## src/design/qrs_pkg.sv

```systemverilog
// ----------------------------------------------------------------------------
// qrs_pkg: shared definitions for the quadratic root solver
// Default widths, result width, queue depth and the result kind codes.
// ----------------------------------------------------------------------------
package qrs_pkg;

    localparam int COEF_BITS_DEF = 16;
    localparam int FRAC_BITS_DEF = 16;
    localparam int VAL_BITS      = 40;
    localparam int QUEUE_DEPTH   = 4;

    typedef enum logic [1:0] {
        KIND_TWO_REAL   = 2'd0,
        KIND_ONE_REAL   = 2'd1,
        KIND_COMPLEX    = 2'd2,
        KIND_DEGENERATE = 2'd3
    } kind_t;

endpackage

```

## src/design/qrs_queue.sv

```systemverilog
// ----------------------------------------------------------------------------
// qrs_queue: short first-in first-out queue
// Decouples the classifying front stage from the arithmetic pipeline.
// ----------------------------------------------------------------------------
module qrs_queue
    import qrs_pkg::*;
#(
    parameter int W     = 8,
    parameter int DEPTH = QUEUE_DEPTH
)
(
    input  logic         clk,
    input  logic         rst_n,
    input  logic         push,
    input  logic [W-1:0] push_data,
    output logic         full,
    input  logic         pop,
    output logic [W-1:0] pop_data,
    output logic         empty
);

    localparam int AW = (DEPTH > 1) ? $clog2(DEPTH) : 1;
    localparam int CW = $clog2(DEPTH + 1);

    logic [W-1:0]  mem_reg [DEPTH];
    logic [AW-1:0] wr_ptr_reg;
    logic [AW-1:0] wr_ptr_next;
    logic [AW-1:0] rd_ptr_reg;
    logic [AW-1:0] rd_ptr_next;
    logic [CW-1:0] cnt_reg;
    logic [CW-1:0] cnt_next;
    logic          do_push;
    logic          do_pop;

    assign full     = (cnt_reg == CW'(DEPTH));
    assign empty    = (cnt_reg == '0);
    assign do_push  = push && !full;
    assign do_pop   = pop && !empty;
    assign pop_data = mem_reg[rd_ptr_reg];

    always_comb
    begin
        wr_ptr_next = wr_ptr_reg;
        rd_ptr_next = rd_ptr_reg;
        cnt_next    = cnt_reg;
        if (do_push)
        begin
            wr_ptr_next = (wr_ptr_reg == AW'(DEPTH - 1)) ? '0 : wr_ptr_reg + 1'b1;
        end
        if (do_pop)
        begin
            rd_ptr_next = (rd_ptr_reg == AW'(DEPTH - 1)) ? '0 : rd_ptr_reg + 1'b1;
        end
        if (do_push && !do_pop)
        begin
            cnt_next = cnt_reg + 1'b1;
        end
        else if (do_pop && !do_push)
        begin
            cnt_next = cnt_reg - 1'b1;
        end
    end

    always_ff @(posedge clk or negedge rst_n)
    begin
        if (!rst_n)
        begin
            wr_ptr_reg <= '0;
            rd_ptr_reg <= '0;
            cnt_reg    <= '0;
        end
        else
        begin
            wr_ptr_reg <= wr_ptr_next;
            rd_ptr_reg <= rd_ptr_next;
            cnt_reg    <= cnt_next;
        end
    end

    always_ff @(posedge clk)
    begin
        if (do_push)
        begin
            mem_reg[wr_ptr_reg] <= push_data;
        end
    end

endmodule

```

## config.mk

```make
export PLATFORM = sky130hd
export DESIGN_NAME = qrs_queue
export DESIGN_NICKNAME = d
export VERILOG_FILES = /design/src/design/qrs_pkg.sv /design/src/design/qrs_queue.sv
export SDC_FILE = /design/constraint.sdc
export NUM_CORES = 1
export LEC_CHECK = 0
export BUFFER_PORTS_ARGS = -buffer_cell sky130_fd_sc_hd__buf_2
export CORE_ASPECT_RATIO = 2
export CORE_UTILIZATION = 50
export DETAILED_ROUTE_END_ITERATION = 16
export PLACE_DENSITY = 0.8
export SYNTH_ARGS = -nofsm -noshare
export SYNTH_HDL_FRONTEND = slang
export SYNTH_SLANG_ARGS = --single-unit
```

## constraint.sdc

```tcl
create_clock -name clk -period 3.6 [get_ports clk]
set_input_delay 0.54 -clock clk [delete_from_list [all_inputs] [get_ports clk]]
set_output_delay 0.54 -clock clk [all_outputs]
set_load 0.005 [all_outputs]
```

==> metrics.txt <==
status=completed; diodes inserted=0; Tightest Pin Transition=0.583 ns; Placer Congestion=0.652; non-filler cells, final=135; PwrDens=811 nW/µm²; Num Clock Sinks=39; maximum VDD drop=484 µV; max reg flops=32; hold crit path type=in2async; largest net degree at the start of global routing=13; DR iter-0 viols=8; Initial Utilization=53.8%; Storage cell area=1140 µm²; row count=28; Setup WS pre-CTS=1.50 ns; #FFs+latches synth=39; Tmin final=2.26 ns; placed cell areas=1740 µm²; layout cells sized above 1=45.7%; kind of start point of the critical path=flop; Yosys cell types=19; Nets=123; Final TNS setup=0 ns; total track usage=15.8%; maxcap violations=0; Avg WL per Cell=17.7 µm; first-pass GRT wire length=3.77 mm; Clock Pin Slew Worst Setup and Hold Paths=0.07 ns; slew margin rel.=61.2%; fill count=236; worst setup slack after layout=1.34 ns; CTS Root Cell=clkbuf_8; IO buf count=21; vias in the first global route=816; die area=3490 µm²; WS Path Type=reg2out; CTS Buffer Depth=2; Worst-Skew Late Latency=0.29 ns; Die W=42.3 µm; via density per instance=5.74; Routed Antenna Nets=0; hold buffers post-CTS=0; post-synthesis sequential area ratio=70.1%; leak pwr=0.709 nW; CTS buffer count=5; CP required=3.06 ns; Synth Instances=79; final WL=2.39 mm; post-cts sizing count=0; Mapped Area=1620 µm²; placed insts=127; RSZ-0062 raised after global routing=false; Ys Warns=0; Worst Path Arrival=1.72 ns; FF-to-FF path depth=8; postcts setup bufs=0; Layout area overhead=14.2%; Pre-antenna DRT Iters=4; CP Max Fanout=11; CORE AREA=3010 µm²; I/O pin cnt=22; f_max=442 MHz; Fin Hold WS=0.0750 ns; DRC errors left=0; max-slew violation count=0; initial antenna violation count=0; CP Capture Type=output pin; height of the chip=82.5 µm; Synth Net Count=98; Worst Skew=0.00485 ns; grt ovf=0; area of the multi-input gates=453 µm²; Tcrit/Tclk final=62.9%; Synth Area per Inst=20.5 µm²; detailed placement HPWL=1.69 mm; final instance area=1850 µm²; via count=775; Final Hold Vio Count=0; final setup vio count=0; H-tree levels=2; TritonCTS clock tree=built
[report_power, final]
part           internal (mW)  switching (mW)
clock                  0.203           0.144
combinational          0.262           0.172
sequential             0.611           0.109
total                   1.08           0.425
[through the flow]
stage | util [%] | power [mW]
3_3_place_gp | 57.8 | 1.14
4_1_cts | 61.4 | 1.53
6_report | 61.4 | 1.50
5_1_grt | 61.4 | 1.58
2_1_floorplan | - | 1.03
3_5_place_dp | 57.8 | 1.17
[cell families (layout without fill, tap and decap cells)]
family        after synthesis  after routing  share of synthesized area, %
simple gates               11             11                          5.41
buf+inv                     6             32                          1.93
flops                      39             39                          70.1
xor+xnor                    3              3                          1.62
mux                        13             13                          15.1
fa+ha+maj                   7              7                          5.87
[worst paths after layout]
| check | startpoint | endpoint | slack, ns |
|---|---|---|---|
| worst max-delay path | rd_ptr_reg[0]$_DFFE_PN0P_ | pop_data[3] | 1.34 |
| worst min-delay path | rst_n | cnt_reg[0]$_DFFE_PN0P_ | 0.08 |
| worst max register to register | cnt_reg[0]$_DFFE_PN0P_ | cnt_reg[2]$_DFFE_PN0P_ | 1.53 |
| worst min register to register | cnt_reg[2]$_DFFE_PN0P_ | cnt_reg[2]$_DFFE_PN0P_ | 0.52 |
| max in group asynchronous | rst_n | wr_ptr_reg[1]$_DFFE_PN0P_ | 3.36 |
| min in group clk | push_data[4] | mem_reg[2][4]$_DFFE_PP_ | 0.46 |
[area by class of cell]
cell class	count	area share, %
clock inverter	3	2.10
tap	30	2.03
sequential	39	61.4
timing repair buffer	21	5.68
multi-input combinational	34	24.5
inverter	3	0.609
clock buffer	5	3.72
[Yosys cell counts]
cell type	count	area [µm²]
ha_1	6	75.1
and2_2	4	30.0
nor2_1	3	11.3
xor2_1	2	17.5
mux2_4	2	30.0
nor3b_4	1	18.8
edfxtp_1	32	961
nor3_1	1	5.00
nand2b_4	1	13.8
buf_2	1	5.00
mux4_2	8	180
inv_1	3	11.3
buf_6	1	11.3
nor2b_2	1	8.76
buf_1	1	3.75
mux2_2	3	33.8
xnor2_1	1	8.76
fa_1	1	20.0
dfrtp_1	7	175
[metal layers]
metal | routed length (µm) | vias up | track usage [%] | share of wire [%]
li1 | - | 351 | - | -
met1 | 867 | 399 | 16.2 | 36
met2 | 1340 | 20 | 27.5 | 56
met3 | 113 | 5 | 5.00 | 4.7
met4 | 68 | 0 | 9.38 | 2.8
met5 | 0 | - | 0 | 0
[critical path: stages (launching register included)]
cell     delay (ns)
dfrtp_1        0.72
mux4_2         0.58
buf_2          0.14
[placed cells by master, fill, tap and decap left out, types with 3 or more instances in the layout]
cell type and instances:
nor2_1 3, clkbuf_8 5, edfxtp_1 32, inv_1 3, dfrtp_1 7, buf_2 21
mux4_2 8, and2_2 4, mux2_2 3, ha_1 6
No activity file was read; power rests on OpenSTA's default activity.
