==> config.mk <==
export PLATFORM = sky130hd
export DESIGN_NAME = qrs_front
export DESIGN_NICKNAME = d
export VERILOG_FILES = /design/src/design/qrs_pkg.sv /design/src/design/qrs_front.sv
export SDC_FILE = /design/constraint.sdc
export NUM_CORES = 1
export LEC_CHECK = 0
export BUFFER_PORTS_ARGS = -buffer_cell sky130_fd_sc_hd__buf_2
export CORE_MARGIN = 2
export CORE_UTILIZATION = 50
export DETAILED_ROUTE_END_ITERATION = 16
export PLACE_DENSITY = 0.74
export SLEW_MARGIN = 20
export SYNTH_ARGS = -nofsm -noshare
export SYNTH_HDL_FRONTEND = slang
export SYNTH_SLANG_ARGS = --single-unit
==> constraint.sdc <==
create_clock -name clk -period 5.3 [get_ports clk]
set_input_delay 1.06 -clock clk [delete_from_list [all_inputs] [get_ports clk]]
set_output_delay 1.06 -clock clk [all_outputs]
set_load 0.05 [all_outputs]
==> src/design/qrs_pkg.sv <==
// ----------------------------------------------------------------------------
// qrs_pkg: shared definitions for the quadratic root solver
// Default widths, result width, queue depth and the result kind codes.
// ----------------------------------------------------------------------------
package qrs_pkg;

    localparam int COEF_BITS_DEF = 16;
    localparam int FRAC_BITS_DEF = 16;
    localparam int VAL_BITS      = 40;
    localparam int QUEUE_DEPTH   = 4;

    typedef enum logic [1:0] {
        KIND_TWO_REAL   = 2'd0,
        KIND_ONE_REAL   = 2'd1,
        KIND_COMPLEX    = 2'd2,
        KIND_DEGENERATE = 2'd3
    } kind_t;

endpackage

==> src/design/qrs_front.sv <==
// ----------------------------------------------------------------------------
// qrs_front: input stage of the quadratic root solver
// Registers the products b*b and a*c, then forms the discriminant and its kind.
// ----------------------------------------------------------------------------
module qrs_front
    import qrs_pkg::*;
#(
    parameter int CB = COEF_BITS_DEF
)
(
    input  logic                   clk,
    input  logic                   rst_n,
    input  logic                   in_valid,
    output logic                   in_ready,
    input  logic signed [CB-1:0]   coef_a,
    input  logic signed [CB-1:0]   coef_b,
    input  logic signed [CB-1:0]   coef_c,
    output logic                   push,
    input  logic                   push_ready,
    output kind_t                  push_kind,
    output logic signed [CB-1:0]   push_a,
    output logic signed [CB-1:0]   push_b,
    output logic signed [2*CB+2:0] push_d
);

    localparam int DW = 2 * CB + 3;

    logic                   p_valid_reg;
    logic                   p_valid_next;
    logic signed [CB-1:0]   a_reg;
    logic signed [CB-1:0]   b_reg;
    logic signed [2*CB-1:0] bb_reg;
    logic signed [2*CB-1:0] ac_reg;
    logic                   in_fire;

    assign in_ready = !p_valid_reg || push_ready;
    assign in_fire  = in_valid && in_ready;
    assign push     = p_valid_reg;

    always_comb
    begin
        if (in_fire)
        begin
            p_valid_next = 1'b1;
        end
        else if (push_ready)
        begin
            p_valid_next = 1'b0;
        end
        else
        begin
            p_valid_next = p_valid_reg;
        end
    end

    always_ff @(posedge clk or negedge rst_n)
    begin
        if (!rst_n)
        begin
            p_valid_reg <= 1'b0;
        end
        else
        begin
            p_valid_reg <= p_valid_next;
        end
    end

    always_ff @(posedge clk)
    begin
        if (in_fire)
        begin
            a_reg  <= coef_a;
            b_reg  <= coef_b;
            bb_reg <= coef_b * coef_b;
            ac_reg <= coef_a * coef_c;
        end
    end

    assign push_d = DW'(bb_reg) - (DW'(ac_reg) <<< 2);
    assign push_a = a_reg;
    assign push_b = b_reg;

    always_comb
    begin
        if (a_reg == '0)
        begin
            push_kind = KIND_DEGENERATE;
        end
        else if (push_d == '0)
        begin
            push_kind = KIND_ONE_REAL;
        end
        else if (push_d[DW-1])
        begin
            push_kind = KIND_COMPLEX;
        end
        else
        begin
            push_kind = KIND_TWO_REAL;
        end
    end

endmodule

==> results of run 1 <==
routing by layer:
metal / global-route usage [%] / wire [um] / vias to the layer above / share of wire (%)
li1: - / - / 8437 / -
met1: 32.86 / 24050 / 9383 / 41
met2: 42.55 / 30380 / 416 / 52
met3: 2.855 / 2923 / 89 / 5.0
met4: 6.473 / 1349 / 0 / 2.3
met5: 0 / 0 / - / 0
placed cells by master, fill, tap and decap left out, types with 8 or more instances in the layout:
cell type  instances
o21bai_1          13
ha_1             164
clkbuf_16         12
nand2_2           26
fa_2              38
nor4_1            10
buf_6             81
xnor2_1           66
xor2_1            27
and2_4            39
nor2_1            51
inv_2             49
and2_1           135
o21a_1            17
nand2_4           13
nor2b_1            8
ha_4              28
a21oi_2           22
ha_2               9
a21o_1            46
nor2_2             9
nand2_1          185
buf_8             18
o21ai_0           20
edfxtp_1          94
nand3_1           15
nand2b_1          16
inv_1            591
nor3_1            17
a21oi_4            8
buf_4            342
fa_1             459
buf_12            17
a21oi_1           45
buf_2             77
critical path, delay by kind of cell:
kind | cells | cell delay, ns
compound gates | 3 | 0.38
fa+ha+maj | 7 | 3.35
buf+inv | 3 | 0.20
simple gates | 8 | 1.69
path summary, 6_finish.rpt:
kind | startpoint | to | depth (start not counted)
max | coef_b[1] | bb_reg[31] | 21
min | rst_n | push | 1
max reg2reg | push | bb_reg[23] | 3
min reg2reg | push | push | 2
max in group asynchronous | rst_n | push | 1
min in group clk | push | push | 2
area by class of cell:
type	instances	area, um2	area share [%]
multi-input cells	1647	19520	64.18
clock buffers	9	225.2	0.7405
flip-flops and latches	95	2848	9.364
repair buffers	539	4558	14.99
inverters	642	2420	7.957
well taps	607	759.5	2.497
clock inverters	7	83.83	0.2756
stage by stage:
stage / area (um2) / setup TNS [ns] / util (%)
6_report: 30410 / -28.19 / 65.33
5_1_grt: 30410 / -34.61 / 65.33
4_1_cts: 29440 / -26.22 / 63.23
3_5_place_dp: 27770 / -50.78 / 59.64
3_3_place_gp: 27770 / -47.88 / 59.64
2_1_floorplan: 24330 / -26.94 / -
cells by family after synthesis:
group                    share of synthesized area [%]
buffers and inverters                            11.34
adder cells (fa/ha/maj)                          52.81
AND/OR/NAND/NOR                                  12.62
AO/OA/AOI/OAI                                    7.279
XOR/XNOR                                         3.748
flip-flops                                       12.07
multiplexers                                    0.1272
other                                          0.01589
repair_timing:
item | 4_1_cts | 5_1_grt
endpoints found under the setup margin | 44 | 45
resized for setup | 281 | 182
pin swaps | 159 | 130
setup buffers | 55 | 37
cloned | 0 | 3
==> flow_summary.yaml, run 1 <==
timing:
  drv_slew: 0
  fin_worst_skew_ns: 0.01826
  worst-slew-pin-transition_ns: 0.8431
  finalCritPeriodShare_pct: 123.7
  setup_viol_count_final: 42
  fin_crit_ns: 6.554
  final_hold_viol_count: 0
  final.setup.worst_slack_ns: -1.254
  rsz0062_at_grt: "yes"
  clock.fmax_ghz: 0.1526
  max_slew_margin_pct: 43.20
  hold_ws_ns: 0.4158
global_route:
  grt_pass1_vias: 20170
  grt.total_usage_pct: 24.57
  antenna_found_initial: 0
  grt_max_degree: 46
  overflow: 0
  grt_pass1_wl_um: 97480
clock_network:
  insertion_delay_ns: 0.40
  clkSlewWorstSetupHoldPaths_ns: 0.09
  cts_tree: "built"
  cts_sinks: 95
  cts_max_level: 3
  clock_tree.root_cell: "clkbuf_16"
  max-clock-path-buffers: 2
  cts_buffers: 9
  cts_hold_buffers: 0
detailed_routing:
  wl_um: 58700
  vias_per_cell: 5.168
  ant_nets: 0
  drt_iter0_drc: 1033
  vias: 18330
  route.detailed.drc: 0
  dr.pass1.iters: 5
  wl_per_cell_um: 16.55
synthesis:
  synth_warnings: 0
  synth_seq_area_share_pct: 12.07
  synth_top_area_share_pct: 42.15
  synthCells: 2449
  synthFlopType: "edfxtp_1"
  synthDistinctLibCells: 68
  synth_commonest_cells: "inv_1, fa_1, nand2_1, ha_1, and2_1"
  syn_nets: 3199
  synthesis.area_um2: 23600
  yosys.area.top_type: "fa_1"
  ys_seq_elements: 95
  synth-edff-count: 94
  netlist_top_cells_area: "fa_1, edfxtp_1, ha_1"
  synthArstFlopShare_pct: 1.053
  synth_most_common_cell: "inv_1"
  synth.avg_cell_area_um2: 9.638
critical_path:
  cp_slowest_stage_delay_ns: 0.56
  required_ns: 5.44
  cp_cell_sequence: "buf_8, and2_4, fa_2, fa_1, fa_1, fa_1, fa_1, inv_2, fa_1, inv_2, ha_4, and3_4, and3_4, nand3_4, o21a_1, o31ai_4, and2_4, nand4b_1, and2_4, o41ai_2, or4b_4"
  path_class: "in2reg"
  slowest_stage: "fa_2"
  crit_path_end_kind: "register"
  worstPathArrival_ns: 6.69
  crit_top_cell: "fa_1"
  worst-path-max-fanout: 3
  ff2ff_setup_slack_ns: 3.39
  worst_setup_path_start_kind: "primary input"
final_layout:
  stdcell_count: 3546
  syn_to_final_growth_pct: 28.85
  layout-drive-gt1-share_pct: 29.98
  largest_reg_flops: 32
  nNetsFinal: 3684
  fillers: 3536
  diodes: 0
floorplanning:
  fp.dieH_um: 221.3
  initial_core_util_pct: 50.70
  die_w_um: 221.3
  io_pins: 123
  core_area_um2: 46560
  die-area_um2: 48960
  rows: 79
outcome:
  violations: "setup timing"
  outcome: "finished, violations left"
placement:
  placed_cells: 3444
  place_congestion: 0.8900
  numPortBuffers: 121
  dp_hpwl_um: 48420
  pre_cts_ws_ns: -1.862
flow_run:
  cap_viol_max_count: 0
hold_path:
  hp-class: "in2async"
Power of run 1 is left out: the tool's default activity adds up to more than one toggle a clock period on the data nets, which glitch-free logic cannot reach.
==> run 2, diff against run 1 <==
--- a/config.mk
+++ b/config.mk
@@ -10,6 +10,7 @@
 export CORE_UTILIZATION = 50
 export DETAILED_ROUTE_END_ITERATION = 16
 export PLACE_DENSITY = 0.74
+export SKIP_LAST_GASP = 1
 export SLEW_MARGIN = 20
 export SYNTH_ARGS = -nofsm -noshare
 export SYNTH_HDL_FRONTEND = slang
==> flow_summary.yaml, run 2 (same netlist as run 1, synthesis figures left out) <==
outcome:
  outcome: "finished, violations left"
  violations: "setup timing"
clock_network:
  clock_tree.root_cell: "clkbuf_16"
  clkSlewWorstSetupHoldPaths_ns: 0.09
  cts_max_level: 3
  max-clock-path-buffers: 2
  cts_hold_buffers: 0
  cts_tree: "built"
  cts_sinks: 95
  insertion_delay_ns: 0.40
  cts_buffers: 9
final_layout:
  fin_util_pct: 64.93
  nNetsFinal: 3678
  layout-drive-gt1-share_pct: 29.32
  mostFrequentLayoutCells: "inv_1, fa_1, buf_4, nand2_1, ha_1"
  diodes: 0
  fin_area_um2: 30230
  fillers: 3558
  layout.cells.most_common: "inv_1"
  syn_to_final_growth_pct: 28.08
  largest_reg_flops: 32
critical_path:
  ff2ff_setup_slack_ns: 3.40
  crit_path_end_kind: "register"
  required_ns: 5.44
  path_class: "in2reg"
  worst_setup_path_start_kind: "primary input"
  reg2reg_to: "bb_reg[23]"
  crit_path_end: "bb_reg[31]"
  rr_startpoint: "push"
  worstPathArrival_ns: 6.71
  worst-path-max-fanout: 6
  reg2reg_depth: 3
  critPathLaunch: "coef_b[1]"
detailed_routing:
  dr.pass1.iters: 5
  vias_per_cell: 5.179
  wl_met3_um: 3298
  wl_met1_um: 23680
  wl_per_cell_um: 16.50
  wl_um: 58410
  routed-wl-met2_um: 30130
  vias: 18330
  ant_nets: 0
  drt_iter0_drc: 1052
  route.detailed.drc: 0
  routed.top_layer: "met4"
flow_run:
  cap_viol_max_count: 0
floorplanning:
  die_w_um: 221.3
  initial_core_util_pct: 50.70
  core_area_um2: 46560
  fp.dieH_um: 221.3
  rows: 79
  die-area_um2: 48960
  io_pins: 123
timing:
  final.setup.worst_slack_ns: -1.275
  fin_worst_skew_ns: 0.01793
  drv_slew: 0
  rsz0062_at_grt: "yes"
  max_slew_margin_pct: 40.70
  worst-slew-pin-transition_ns: 0.8802
  finalCritPeriodShare_pct: 124.1
  fin_crit_ns: 6.575
  final_hold_viol_count: 0
  setup_viol_count_final: 43
  clock.fmax_ghz: 0.1521
placement:
  dp_hpwl_um: 48420
  place_congestion: 0.8900
  numPortBuffers: 121
  place_area_um2: 27770
hold_path:
  hp-class: "in2async"
global_route:
  grt.total_usage_pct: 24.56
  grt_pass1_wl_um: 97470
  antenna_found_initial: 0
  grt_max_degree: 46
  grt_pass1_vias: 20160
  overflow: 0
run 2: worst min-delay path by stage:
stage                     endpoint  slack, ns  depth (start not counted)
after global placement        push       0.51                          2
final                         push       0.42                          1
after floorplan               push       0.76                          0
after global routing          push       0.41                          1
after detailed placement      push       0.55                          2
after CTS                     push       0.41                          1
run 2: area by class of cell:
type                            instances  area [um2]  share of cell area [%]
Sequential cell                        95        2848                   9.420
Inverter                              642        2420                   8.005
Clock inverter                          7       83.83                  0.2773
Multi-Input combinational cell       1647       19440                   64.32
Clock buffer                            9       225.2                  0.7450
Tap cell                              607       759.5                   2.512
Timing Repair Buffer                  533        4451                   14.72
run 2: critical path: stages:
cell and delay (ns):
buf_6 0.11, buf_6 0.13, nand2b_4 0.13, fa_2 0.53, inv_1 0.05, fa_1 0.48, fa_2 0.58, fa_2 0.43
fa_1 0.50, inv_1 0.05, fa_1 0.49, inv_2 0.04, ha_4 0.26, and3_4 0.17, and3_4 0.19, nand3_4 0.09
o21a_1 0.23, o31ai_4 0.09, and2_4 0.20, nand4b_1 0.17, and2_4 0.17, o41ai_1 0.06, or4b_4 0.49
run 2: stage by stage:
| step | hold slack, ns | setup TNS [ns] | worst slack, ns | cells |
|---|---|---|---|---|
| 2_1_floorplan | 0.7644 | -26.94 | -1.352 | 2449 |
| 3_5_place_dp | 0.5481 | -50.78 | -1.862 | 3444 |
| 6_report | 0.4158 | -26.91 | -1.275 | 3540 |
| 4_1_cts | 0.4068 | -26.39 | -1.256 | 3513 |
| 5_1_grt | 0.4142 | -33.40 | -1.390 | 3540 |
| 3_3_place_gp | 0.5057 | -47.88 | -1.731 | 3444 |
run 2: per-layer routing:
layer	vias to the layer above	global-route usage, %
li1	8417	-
met1	9355	32.88
met2	476	42.50
met3	84	2.855
met4	0	6.473
met5	-	0
run 2: timing repair:
item / CTS / global route
endpoints found under the setup margin: 44 / 45
pin swaps: 159 / 126
buffers inserted: 55 / 30
gates resized for setup: 274 / 157
cloned: 0 / 3
Power of run 2 is left out for the same reason.
==> run 3, diff against run 2 <==
--- a/config.mk
+++ b/config.mk
@@ -5,6 +5,7 @@
 export SDC_FILE = /design/constraint.sdc
 export NUM_CORES = 1
 export LEC_CHECK = 0
+export ABC_AREA = 1
 export BUFFER_PORTS_ARGS = -buffer_cell sky130_fd_sc_hd__buf_2
 export CORE_MARGIN = 2
 export CORE_UTILIZATION = 50
==> flow_summary.yaml, run 3 <==
global_route:
  grt_max_degree: 95
  overflow: 0
  grt_pass1_vias: 21860
  antenna_found_initial: 0
  grt.total_usage_pct: 25.52
  grt_pass1_wl_um: 106400
floorplanning:
  rows: 82
  core_area_um2: 49970
  initial_core_util_pct: 50.53
  io_pins: 123
  die-area_um2: 52310
  die_w_um: 228.7
  fp.dieH_um: 228.7
final_layout:
  largest_reg_flops: 32
  fin_util_pct: 65.15
  layout.cells.most_common: "inv_1"
  multi_input_area_um2: 20110
  fillers: 3840
  layout-drive-gt1-share_pct: 27.20
  mostFrequentLayoutCells: "inv_1, nand2_1, fa_1, buf_4, ha_1"
  regArea_um2: 2848
  diodes: 0
  nNetsFinal: 4341
  syn_to_final_growth_pct: 28.94
  fin_area_um2: 32550
placement:
  dp_hpwl_um: 52460
  numPortBuffers: 121
  place_congestion: 0.9489
  place_area_um2: 29700
  pre_cts_ws_ns: -1.188
synthesis:
  synthArstFlopShare_pct: 1.053
  ys_seq_elements: 95
  synth_seq_area_share_pct: 11.28
  synthFlopType: "edfxtp_1"
  synthCells: 3130
  synthesis.area_um2: 25250
  syn_nets: 3880
  synthDistinctLibCells: 50
  synth.avg_cell_area_um2: 8.066
  synth_commonest_cells: "inv_1, nand2_1, fa_1, ha_1, nor2_1"
  synth-edff-count: 94
  netlist_top_cells_area: "fa_1, inv_1, edfxtp_1"
  synth_warnings: 0
  synth_most_common_cell: "inv_1"
  synth_top_area_share_pct: 39.41
  yosys.area.top_type: "fa_1"
clock_network:
  cts_tree: "built"
  cts_hold_buffers: 0
  clkSlewWorstSetupHoldPaths_ns: 0.08
  insertion_delay_ns: 0.39
  clock_tree.root_cell: "clkbuf_16"
  cts_buffers: 9
  cts_max_level: 3
  max-clock-path-buffers: 2
  cts_sinks: 95
timing:
  hold_ws_ns: 0.4271
  finalCritPeriodShare_pct: 111.5
  setup_viol_count_final: 39
  max_slew_margin_pct: 41.12
  fin_crit_ns: 5.908
  fin_worst_skew_ns: 0.01044
  rsz0062_at_grt: "yes"
  final_hold_viol_count: 0
  worst-slew-pin-transition_ns: 0.8752
  drv_slew: 0
  final.setup.worst_slack_ns: -0.6080
  clock.fmax_ghz: 0.1693
flow_run:
  cap_viol_max_count: 0
detailed_routing:
  wl_um: 66310
  vias_per_cell: 4.949
  route.detailed.drc: 0
  drt_iter0_drc: 1493
  vias: 21120
  ant_nets: 0
  dr.pass1.iters: 6
  wl_per_cell_um: 15.54
critical_path:
  required_ns: 5.44
  crit_path_end_kind: "register"
  path_class: "in2reg"
  worstPathArrival_ns: 6.05
  worst_setup_path_start_kind: "primary input"
  worst-path-max-fanout: 6
hold_path:
  hp-class: "in2async"
outcome:
  violations: "setup timing"
  outcome: "finished, violations left"
[run 3: changes by cell type after synthesis, moves of 15 or more]
| cell | before | now |
|---|---|---|
| a21o_1 | 46 | 15 |
| clkbuf_1 | 59 | 90 |
| nand2b_1 | 18 | 0 |
| nand2_1 | 224 | 747 |
| nand3_1 | 21 | 52 |
| xnor2_1 | 73 | 32 |
| o21a_1 | 17 | 2 |
| nor2_2 | 0 | 19 |
| nor2_1 | 66 | 104 |
| and2_1 | 174 | 2 |
| xor2_1 | 28 | 54 |
| nand4_1 | 6 | 21 |
| inv_1 | 642 | 990 |
| nand2_2 | 0 | 17 |
[run 3: cells by family after synthesis]
kind of cell    Yosys count  share of synthesized area [%]
compound gates          153                          3.643
xor+xnor                 86                          2.983
fa+ha+maj               698                          49.37
buf+inv                1093                          16.33
flops                    95                          11.28
other cells               1                        0.01485
simple gates           1004                          16.38
[run 3: what timing repair did]
action                     in CTS  in global routing
gates resized for setup       291                266
setup endpoints to repair      42                 44
gates cloned                    1                  1
pin swaps                     125                176
buffers inserted               36                 47
[run 3: layer usage]
layer  global-route usage (%)  part of all wire, %
met5                        0                    0
met1                    34.71                   41
met4                    7.721                  2.8
met2                    42.73                   49
met3                    3.356                  6.6
[run 3: final cells by class]
cell class / instances / share of cell area (%)
Clock buffer: 11 / 0.7149
Clock inverter: 5 / 0.1806
Inverter: 996 / 11.53
Multi-Input combinational cell: 1942 / 61.77
Sequential cell: 95 / 8.748
Tap cell: 672 / 2.583
Timing Repair Buffer: 547 / 14.47
[run 3: final timing paths]
kind	start	to	slack, ns	depth (start not counted)
max in group asynchronous	rst_n	push	4.79	1
max	coef_b[15]	bb_reg[31]	-0.61	21
min in group clk	push	push	0.59	2
min reg2reg	push	push	0.59	2
min	rst_n	push	0.43	1
max reg2reg	push	push_b[3]	3.78	2
[run 3: through the flow]
stage                     cells  setup TNS [ns]
after global routing       4268          -20.87
after detailed placement   4180          -37.01
final                      4268          -15.22
after floorplan            3130          -17.12
after global placement     4180          -34.30
after CTS                  4229          -12.07
[run 3: critical path: stages]
cell,delay [ns]
buf_12,0.12
buf_6,0.12
nand2_4,0.06
inv_4,0.04
fa_2,0.57
fa_2,0.51
buf_12,0.17
buf_4,0.14
fa_2,0.56
inv_1,0.06
fa_1,0.49
inv_1,0.06
fa_1,0.52
fa_1,0.45
ha_4,0.31
nand2_1,0.08
nor2_2,0.13
nand2_1,0.12
nor4_2,0.22
a21oi_2,0.10
xor2_1,0.16
Power of run 3 is left out for the same reason.
